`config.mk`:
```
export PLATFORM = sky130hd
export DESIGN_NAME = tclr_mod_unit
export DESIGN_NICKNAME = d
export VERILOG_FILES = /design/src/hw/rtl/text_console_line_ring_top_macros.svh /design/src/hw/rtl/tclr_pkg.sv /design/src/hw/rtl/tclr_mod_unit.sv
export SDC_FILE = /design/constraint.sdc
export NUM_CORES = 1
export LEC_CHECK = 0
export BUFFER_PORTS_ARGS = -buffer_cell sky130_fd_sc_hd__buf_2
export CAP_MARGIN = 0
export CORE_AREA = 2 2 39 41
export DETAILED_ROUTE_END_ITERATION = 10
export DIE_AREA = 0 0 41 43
export PLACE_DENSITY = 0.69
export SKIP_LAST_GASP = 1
export SYNTH_ARGS = -nofsm -noshare
export SYNTH_HDL_FRONTEND = slang
export SYNTH_SLANG_ARGS = --single-unit
```
`constraint.sdc`:
```
create_clock -name clk -period 2.34 [get_ports clk]
set_input_delay 0.234 -clock clk [delete_from_list [all_inputs] [get_ports clk]]
set_output_delay 0.234 -clock clk [all_outputs]
set_load 0.05 [all_outputs]
```
`src/hw/rtl/text_console_line_ring_top_macros.svh`:
```
// Assertion helpers for the console ring top level.
// They use the clk and rst_n of the module that includes this file.
`ifndef TEXT_CONSOLE_LINE_RING_TOP_MACROS_SVH
`define TEXT_CONSOLE_LINE_RING_TOP_MACROS_SVH

// same-cycle implication
`define TCLR_ASSERT_IMP(lbl, ante, cons, msg) \
  lbl: assert property (@(posedge clk) disable iff (!rst_n) (ante) |-> (cons)) \
    else $error(msg);

// next-cycle implication
`define TCLR_ASSERT_NXT(lbl, ante, cons, msg) \
  lbl: assert property (@(posedge clk) disable iff (!rst_n) (ante) |=> (cons)) \
    else $error(msg);

`endif

```
`src/hw/rtl/tclr_pkg.sv`:
```
`default_nettype none
package tclr_pkg;

  localparam int MAX_COLS = 128;
  localparam int MAX_ROWS = 48;

  localparam int DEPTH  = MAX_ROWS * MAX_COLS;
  localparam int ADDR_W = $clog2(DEPTH);
  localparam int COLI_W = $clog2(MAX_COLS);      // store column index
  localparam int COL_W  = $clog2(MAX_COLS + 1);  // cursor column, may equal cols
  localparam int ROW_W  = $clog2(MAX_ROWS);      // store row index
  localparam int RCNT_W = $clog2(MAX_ROWS + 1);  // row count
  localparam int CMP_W  = ROW_W + 1;

  // fixed field widths
  localparam int CHAR_W       = 8;
  localparam int OP_W         = 2;
  localparam int IN_ROW_W     = 6;
  localparam int IN_COL_W     = 7;
  localparam int OUT_COL_W    = 8;
  localparam int OUT_ROW_W    = 6;
  localparam int CFG_W        = 8;
  localparam int CFG_IDX_W    = 1;
  localparam int COLS_CFG_W   = 8;
  localparam int ROWS_CFG_W   = 6;

  localparam logic [COLS_CFG_W-1:0] COLS_RESET = 8'd128;
  localparam logic [ROWS_CFG_W-1:0] ROWS_RESET = 6'd48;

  localparam logic [CFG_IDX_W-1:0] CFG_COLS = 1'b0;
  localparam logic [CFG_IDX_W-1:0] CFG_ROWS = 1'b1;

  localparam logic [OP_W-1:0] OP_WRITE = 2'd0;
  localparam logic [OP_W-1:0] OP_CLEAR = 2'd1;

  localparam logic [CHAR_W-1:0] CODE_BS     = 8'd8;
  localparam logic [CHAR_W-1:0] CODE_TAB    = 8'd9;
  localparam logic [CHAR_W-1:0] CODE_NL     = 8'd10;
  localparam logic [CHAR_W-1:0] CODE_LOWEST = 8'd6;
  localparam logic [CHAR_W-1:0] CODE_SPACE  = 8'h20;

  localparam int TAB_SPACES = 4;
  localparam int TAB_CNT_W  = $clog2(TAB_SPACES);

  typedef struct packed {
    logic              go;
    logic [RCNT_W-1:0] val;
  } mod_req_t;

  typedef struct packed {
    logic             done;
    logic [ROW_W-1:0] res;
  } mod_rsp_t;

  typedef struct packed {
    logic              en;
    logic [ADDR_W-1:0] addr;
    logic [CHAR_W-1:0] data;
  } ram_wr_t;

  function automatic logic [ADDR_W-1:0] cell_addr(input logic [ROW_W-1:0] row,
                                                  input logic [COLI_W-1:0] col);
    cell_addr = ADDR_W'(row) * ADDR_W'(MAX_COLS) + ADDR_W'(col);
  endfunction

endpackage
`default_nettype wire

```
`src/hw/rtl/tclr_mod_unit.sv`:
```
`default_nettype none
module tclr_mod_unit
  import tclr_pkg::*;
(
  input  wire logic              clk,
  input  wire logic              rst_n,
  input  wire mod_req_t          req,
  input  wire logic [RCNT_W-1:0] modulus,
  output mod_rsp_t               rsp
);

  logic              busy_r;
  logic [RCNT_W-1:0] rem_r;
  logic              below;

  assign below = (rem_r < modulus);

  // one subtract per cycle until the remainder drops below the row count
  always_ff @(posedge clk) begin
    if (!rst_n) begin
      busy_r <= 1'b0;
    end else if (req.go) begin
      busy_r <= 1'b1;
      rem_r  <= req.val;
    end else if (busy_r) begin
      if (below) begin
        busy_r <= 1'b0;
      end else begin
        rem_r <= rem_r - modulus;
      end
    end
  end

  assign rsp.done = busy_r && below;
  assign rsp.res  = ROW_W'(rem_r);

endmodule
`default_nettype wire

```
==> run_results.csv, run 1 <==
group,metric,value,unit
setup_path,crit_fanout,3,
global_route,grt_pass1_wl,1800,um
power,clkPwrFrac,26.8,%
setup_path,r2r_setup_slack,0.28,ns
timing,final-setup-viol-count,0,
synthesis,synth_compound_area_share,20.4,%
routing,detail-route-antenna-nets,0,
synthesis,synthCells,57,
synthesis,synth_top_family_by_area,"compound AO/OA/AOI/OAI gates",
synthesis,yosys_warnings,0,
run_status,status,"complete, no violations",
timing,relSlewSlack,77.6,%
clocking,h-tree-depth,1,
final_layout,drive_gt1_share,37.0,%
synthesis,synth_cell_type_count,23,
floorplanning,start_util,39.0,%
floorplanning,io_pins,22,
setup_path,cp_slowest_cell,"edfxtp_1",
setup_path,critPathKind,"register to output pin",
floorplanning,die_y,43,um
setup_path,start_kind,"register",
routing,drt_iter0_drc,4,
worst_hold_path,worst_hold_path.num_cells,2,
placement,post-place-ws,0.222,ns
placement,io_buffers,21,
power,power_switching,138,uW
synthesis,avgSynthCellArea,9.46,um^2
timing,timing.final.crit_share,94.7,%
final_layout,nets,104,
setup_path,cp_top_family,"adder cells",
global_route,globalRouteTotalUtil,16.3,%
setup_path,worst-path-buf-inv,3,
setup_path,rr_worst_depth,8,
setup_path,slowest_delay,0.38,ns
synthesis,synthMuxAreaShare,3.94,%
flow_run,cap_violations,0,
setup_path,arrival,1.98,ns
routing,vias_per_cell,4.98,
clocking,cts.clk_slew.worst_paths,0.05,ns
floorplanning,core_area,0.00138,mm^2
timing,finalHoldViolCount,0,
worst_hold_path,hp-class,"input pin to register",
power,p_comb_share,35.1,%
synthesis,syn_nets,79,
clocking,cts_buffers,3,
routing,wl_per_cell,12.0,um
power,pwr-share-seq,38.1,%
placement,hpwl,963,um
global_route,grt_pass1_vias,456,
timing,fin_crit,2.21,ns
timing,worst_slack,0.125,ns
timing,clock-skew-final,0.000657,ns
timing,rsz0062_at_grt,"no",
synthesis,yosys.area_share.simple,11.1,%
worst_hold_path,min-delay-start,"rst_n",
global_route,grt_max_degree,12,
synthesis,synth-seq-area-share,37.1,%
routing,vias,483,
setup_path,crit_top_cell,"inv_1",
global_route,gr-total-overflow,0,
routing,remaining_drc_errors,0,
synthesis,ys.flop_type,"edfxtp_1",
routing,routed_wl,1170,um
global_route,grt_antenna_before_repair,0,
final_layout,syn_to_final_growth,30.2,%
timing,worst_slew_pin_slew,0.333,ns
clocking,root_buffer,"clkbuf_4",
floorplanning,rows,14,
power,cell_internal_pwr,271,uW
setup_path,cp.depth,9,
setup_path,crit_path_end_kind,"output pin",
power,power.density,582,mW/mm^2
timing,setup_tns,0,ns
setup_path,required,2.11,ns
clocking,cts.sinks,7,
floorplanning,die-width,41,um
power,ir_worst_vdd,0.327,mV
routing,drt_first_pass_iters,4,
synthesis,ys_ff_latch,7,
synthesis,synth_edf_count,6,
final_layout,num_antenna_cells,0,
power,leakage,0.354,nW
placement,gp_congestion,0.737,
timing,fmax,451,MHz
synthesis,synthesis.area,539,um^2
setup_path,crit_chain,"inv_1, ha_1, inv_1, fa_2, a21o_1, a21oi_2, nor2_1, nor2_4, buf_6",
setup_path,crit_start,"rem_r[0]",
timing,report.final.slew_viol_count,0,
synthesis,synthAdderAreaFrac,17.6,%
clocking,worstSkewPairLatency,0.25,ns
synthesis,synthArstFlopShare,0,%
synthesis,synth-xor-area-share,3.25,%
floorplanning,dieArea,0.00176,mm^2
clocking,cts_tree,"built",
setup_path,r2r_start,"rem_r[0]",
timing,worst_hold_slack,0.240,ns
power,swShare,33.7,%
power,power.total,409,uW
clocking,cts.path.max_buffers,2,
final_layout,utilization,50.7,%
## cell usage after synthesis, drive strengths merged (2+ instances only)
library cell / instances / area share [%]
o31ai: 2 / 2.8
inv: 8 / 5.6
o21ai: 2 / 1.9
o221a: 2 / 4.2
nand2: 8 / 5.6
nor2: 5 / 3.5
edfxtp: 6 / 33
ha: 6 / 14
a21oi: 4 / 4.4
o21a: 2 / 2.8
## metrics by stage
step / instances / area (um^2)
detailed placement: 93 / 667
floorplan: 57 / 547
CTS: 97 / 696
global placement: 93 / 667
finish: 97 / 702
global route: 97 / 702
## placed cells by master (no fill, tap or decap), types with 2 or more instances in the layout
master	count
o21a_1	2
nand2_1	8
o21ai_0	2
o221a_2	2
inv_1	8
buf_2	20
edfxtp_1	6
nor2_1	4
clkbuf_4	3
o31ai_1	2
a21oi_1	3
ha_1	6
## sequential cells by signal, summed over array words and instances, names as in the netlist
name / flops
busy_r: 1
rem_r: 6
## logic make-up after synthesis
group / Yosys count
AO/OA/AOI/OAI: 15
XOR/XNOR: 2
adder cells (fa/ha/maj): 7
buffers and inverters: 9
flip-flops: 7
multiplexers: 2
AND/OR/NAND/NOR: 15
## final timing paths
path              end
max            rsp[6]
min            busy_r
max reg2reg  rem_r[3]
min reg2reg    busy_r
## repair_timing
| action | in CTS | in global routing |
|---|---|---|
| hold buffers | 0 | 0 |
| endpoints found under the hold margin | 0 | 0 |
| setup endpoints to repair | 1 | 1 |
| pin swaps | 0 | 0 |
| resized for setup | 1 | 2 |
| buffers inserted | 0 | 0 |
## power by group through the flow
stage                     registers, mW  clock network (mW)  logic (mW)
after floorplan                   0.184                   0      0.0799
after global placement            0.157                   0       0.138
after detailed placement          0.158                   0       0.142
after CTS                         0.156               0.111       0.143
after global routing              0.157               0.116       0.158
final                             0.156               0.109       0.143
## per-layer routing
layer  global-route usage [%]  part of all wire (%)  vias up
met5                        0                     0        -
met4                     14.0                   2.3        0
met1                     18.8                    42      213
met2                     24.1                    49       18
met3                     3.14                   6.3        2
li1                         -                     -      250
## final cells by class
type                       instances  area [um^2]
tap                               16         20.0
inverter                           8         30.0
fill                             137          682
timing repair buffer              21          111
sequential                         7          200
multi-input combinational         41          314
clock buffer                       4         26.3
No activity file was read; power rests on OpenSTA's default activity.
==> inputs of run 2 (changes only) <==
--- a/config.mk
+++ b/config.mk
@@ -11,6 +11,7 @@
 export DETAILED_ROUTE_END_ITERATION = 10
 export DIE_AREA = 0 0 41 43
 export PLACE_DENSITY = 0.69
+export RECOVER_POWER = 100
 export SKIP_LAST_GASP = 1
 export SYNTH_ARGS = -nofsm -noshare
 export SYNTH_HDL_FRONTEND = slang
==> run_results.csv, run 2 (synthesis gave the netlist of run 1 again) <==
group,metric,value,unit
routing,wl_per_cell,12.1,um
clocking,cts_tree,"built",
timing,worst_hold_slack,0.239,ns
setup_path,critPathKind,"register to output pin",
final_layout,largest_reg_flops,6,
power,ir_worst_vdd,0.329,mV
timing,rsz0062_at_grt,"no",
floorplanning,die-width,41,um
timing,worst_slew_pin_slew,0.596,ns
global_route,grt_pass1_vias,456,
power,power.density,586,mW/mm^2
routing,routed_wl,1180,um
final_layout,top_regs,"rem_r (6), busy_r (1)",
routing,wl_met2,583,um
floorplanning,rows,14,
routing,top_layer,"met4",
placement,gp_congestion,0.737,
floorplanning,start_util,39.0,%
setup_path,crit_path_end_kind,"output pin",
timing,fin_crit,2.22,ns
placement,hpwl,963,um
setup_path,start_kind,"register",
flow_run,cap_violations,0,
routing,drt_iter0_drc,6,
timing,report.final.slew_viol_count,0,
run_status,status,"complete, no violations",
global_route,grt_max_degree,12,
floorplanning,dieArea,0.00176,mm^2
timing,final-setup-viol-count,0,
setup_path,arrival,1.98,ns
clocking,cts.path.max_buffers,2,
global_route,grt_pass1_wl,1800,um
global_route,grt_antenna_before_repair,0,
setup_path,required,2.11,ns
final_layout,syn_to_final_growth,29.0,%
routing,vias_per_cell,5.07,
floorplanning,io_pins,22,
final_layout,fillers,137,
routing,wl_met3,73,um
final_layout,nets,104,
routing,remaining_drc_errors,0,
timing,clock-skew-final,0.00108,ns
global_route,globalRouteTotalUtil,16.3,%
power,leakage,0.339,nW
clocking,worstSkewPairLatency,0.25,ns
global_route,gr-total-overflow,0,
timing,relSlewSlack,60.4,%
clocking,cts_buffers,3,
final_layout,num_antenna_cells,0,
final_layout,most-common-layout-cells,"buf_2 (15), inv_1 (8), nand2_1 (8)",
final_layout,final_common_cell,"buf_2",
routing,drt_first_pass_iters,4,
placement,io_buffers,21,
timing,timing.final.crit_share,94.8,%
floorplanning,die_y,43,um
clocking,cts.sinks,7,
setup_path,crit_fanout,3,
clocking,h-tree-depth,1,
floorplanning,core_area,0.00138,mm^2
final_layout,utilization,50.3,%
routing,wl_met1,495,um
clocking,root_buffer,"clkbuf_4",
clocking,hold_buffers,0,
timing,setup_tns,0,ns
final_layout,regMostFlops,"rem_r",
routing,detail-route-antenna-nets,0,
worst_hold_path,hp-class,"input pin to register",
timing,fmax,451,MHz
final_layout,drive_gt1_share,29.6,%
clocking,cts.clk_slew.worst_paths,0.05,ns
routing,vias,492,
timing,finalHoldViolCount,0,
run 2: power breakdown:
part / internal [mW] / switching (mW) / leakage, nW
logic: 0.0539 / 0.0874 / 0.260
registers: 0.150 / 0.00633 / 0.0643
clock network: 0.0651 / 0.0452 / 0.0150
run 2: through the flow:
stage          power [mW]  setup WS [ns]  instance area (um^2)  cells
2_1_floorplan       0.264         0.0551                   547     57
3_3_place_gp        0.295          0.279                   667     93
3_5_place_dp        0.300          0.222                   667     93
4_1_cts             0.410         0.0227                   696     97
5_1_grt             0.429       0.000604                   696     97
6_report            0.408          0.122                   696     97
run 2: area by class of cell:
class,instances,area (um^2),share of cell area (%)
multi-input combinational,41,314,45.1
sequential,7,200,28.8
timing repair buffer,21,105,15.1
inverter,8,30.0,4.32
clock buffer,4,26.3,3.78
tap,16,20.0,2.88
run 2: critical path, stage by stage (launching register included):
cell and delay [ns]:
edfxtp_1 0.38, inv_1 0.07, ha_1 0.15, inv_1 0.07
fa_2 0.36, a21o_1 0.18, a21oi_2 0.16, nor2_1 0.11
nor2_4 0.11, buf_6 0.16
run 2: metal layers:
layer	global-route usage (%)	vias to the layer above
li1	-	251
met1	18.8	225
met2	24.1	14
met3	3.14	2
met4	14.0	0
met5	0	-
run 2: final timing paths:
check,endpoint,depth (start not counted),slack (ns),from
max,rsp[6],9,0.12,rem_r[0]
min reg2reg,busy_r,1,0.57,busy_r
max reg2reg,rem_r[1],8,0.24,rem_r[0]
min,busy_r,2,0.24,rst_n
run 2: timing repair:
item	CTS	global route
pin swaps	0	0
gates resized for setup	1	2
setup endpoints to repair	1	1
hold endpoints to repair	0	0
buffers inserted	0	0
==> inputs of run 3 (changes only) <==
--- a/config.mk
+++ b/config.mk
@@ -7,10 +7,12 @@
 export LEC_CHECK = 0
 export BUFFER_PORTS_ARGS = -buffer_cell sky130_fd_sc_hd__buf_2
 export CAP_MARGIN = 0
-export CORE_AREA = 2 2 39 41
+export CELL_PAD_IN_SITES_DETAIL_PLACEMENT = 1
+export CELL_PAD_IN_SITES_GLOBAL_PLACEMENT = 1
+export CORE_MARGIN = 4
+export CORE_UTILIZATION = 33
 export DETAILED_ROUTE_END_ITERATION = 10
-export DIE_AREA = 0 0 41 43
-export PLACE_DENSITY = 0.69
+export PLACE_DENSITY_LB_ADDON = 0.1
 export RECOVER_POWER = 100
 export SKIP_LAST_GASP = 1
 export SYNTH_ARGS = -nofsm -noshare
==> run_results.csv, run 3 (synthesis gave the netlist of run 1 again) <==
group,metric,value,unit
routing,routed_wl,1370,um
power,leakage,0.341,nW
global_route,globalRouteTotalUtil,12.4,%
clocking,cts_tree,"built",
timing,timing.final.crit_share,94.9,%
setup_path,r2r_setup_slack,0.29,ns
setup_path,cp_slowest_cell,"edfxtp_1",
final_layout,syn_to_final_growth,32.9,%
setup_path,cp.depth,9,
setup_path,crit_chain,"inv_1, ha_2, inv_1, fa_2, a21o_1, a21oi_4, nor2_4, nor2_4, buf_8",
clocking,h-tree-depth,1,
setup_path,worst-path-buf-inv,3,
routing,wl_per_cell,14.1,um
floorplanning,rows,14,
setup_path,r2r_start,"rem_r[0]",
timing,worst_hold_slack,0.233,ns
global_route,gr-total-overflow,0,
clocking,worstSkewPairLatency,0.26,ns
floorplanning,io_pins,22,
floorplanning,die_y,48.4,um
worst_hold_path,min-delay-start,"rst_n",
clocking,hold_buffers,0,
clocking,cts.sinks,7,
final_layout,final_common_cell,"buf_2",
global_route,grt_antenna_before_repair,0,
setup_path,crit_fanout,3,
routing,drt_first_pass_iters,3,
power,ir_worst_vdd,0.209,mV
flow_run,cap_violations,0,
final_layout,regMostFlops,"rem_r",
final_layout,largest_reg_flops,6,
run_status,status,"complete, no violations",
timing,fin_crit,2.22,ns
clocking,cts.clk_slew.worst_paths,0.06,ns
timing,clock-skew-final,0.000201,ns
routing,drt_iter0_drc,4,
placement,io_buffers,21,
final_layout,num_antenna_cells,0,
routing,vias_per_cell,5.01,
global_route,grt_max_degree,12,
worst_hold_path,worst_hold_path.num_cells,2,
floorplanning,start_util,35.4,%
final_layout,nets,104,
setup_path,arrival,1.99,ns
setup_path,crit_path_end_kind,"output pin",
setup_path,start_kind,"register",
setup_path,slowest_delay,0.37,ns
timing,final-setup-viol-count,0,
routing,vias,486,
setup_path,rr_worst_depth,8,
placement,gp_congestion,0.665,
floorplanning,dieArea,0.00234,mm^2
timing,fmax,450,MHz
floorplanning,core_area,0.00152,mm^2
setup_path,critPathKind,"register to output pin",
timing,relSlewSlack,59.9,%
power,power.total,426,uW
worst_hold_path,hp-class,"input pin to register",
power,power.density,595,mW/mm^2
timing,worst_slew_pin_slew,0.604,ns
global_route,grt_pass1_wl,2270,um
setup_path,required,2.11,ns
setup_path,worstReg2RegEnd,"rem_r[1]",
timing,report.final.slew_viol_count,0,
clocking,cts.path.max_buffers,2,
routing,detail-route-antenna-nets,0,
global_route,grt_pass1_vias,507,
clocking,post-cts-setup-buffers,0,
timing,finalHoldViolCount,0,
placement,hpwl,1080,um
setup_path,cp_top_family,"adder cells",
final_layout,top_regs,"rem_r (6), busy_r (1)",
floorplanning,die-width,48.4,um
clocking,root_buffer,"clkbuf_4",
clocking,cts_buffers,3,
final_layout,drive_gt1_share,33.3,%
final_layout,most-common-layout-cells,"buf_2 (15), inv_1 (8), nand2_1 (8)",
routing,remaining_drc_errors,0,
worst_hold_path,whs_endpoint,"busy_r",
==> run 3: metrics by stage <==
| stage | worst slack (ns) | TNS, ns | area [um^2] | std cells | util (%) |
|---|---|---|---|---|---|
| final | 0.120 | 0 | 717 | 97 | 47.0 |
| after CTS | 0.0250 | 0 | 696 | 97 | 45.6 |
| after floorplan | 0.0551 | 0 | 547 | 57 | - |
| after detailed placement | 0.217 | 0 | 667 | 93 | 43.8 |
| after global placement | 0.259 | 0 | 667 | 93 | 43.8 |
| after global routing | -0.0201 | -0.0201 | 717 | 97 | 47.0 |
==> run 3: worst max path at each step <==
| stage | startpoint | endpoint | slack [ns] |
|---|---|---|---|
| final | rem_r[0] | rsp[6] | 0.12 |
| after detailed placement | rem_r[0] | rem_r[0] | 0.22 |
| after global routing | rem_r[0] | rsp[6] | -0.02 |
| after floorplan | rem_r[0] | rem_r[0] | 0.06 |
| after CTS | rem_r[0] | rsp[6] | 0.03 |
| after global placement | rem_r[0] | rem_r[1] | 0.26 |
==> run 3: power by group <==
part,total [mW],internal [mW],switching (mW)
logic,0.151,0.0578,0.0935
clock network,0.119,0.0657,0.0537
registers,0.156,0.150,0.00598
total,0.426,0.273,0.153
==> run 3: cell type report <==
type,instances,area [um^2]
Fill cell,187,807
Multi-Input combinational cell,41,332
Sequential cell,7,200
Timing Repair Buffer,21,109
Inverter,8,30.0
Clock buffer,4,26.3
Tap cell,16,20.0
==> run 3: timing repair <==
item,CTS,global route
resized for setup,1,7
setup endpoints to repair,1,1
pin swaps,0,1
cloned,0,0
==> run 3: per-layer routing <==
| layer | vias up | global-route usage [%] | share of wire, % |
|---|---|---|---|
| met3 | 5 | 3.68 | 6.9 |
| met4 | 0 | 8.29 | 2.6 |
| met5 | - | 0 | 0 |
| li1 | 249 | - | - |
| met1 | 215 | 15.7 | 44 |
| met2 | 17 | 18.0 | 47 |
==> run 3: worst register-to-register path, cell delays in order (launching register included) <==
cell      delay [ns]
edfxtp_1        0.37
inv_1           0.08
ha_2            0.18
inv_1           0.05
fa_2            0.34
a21o_1          0.19
a21oi_4         0.17
nor2_4          0.07
o221a_2         0.33
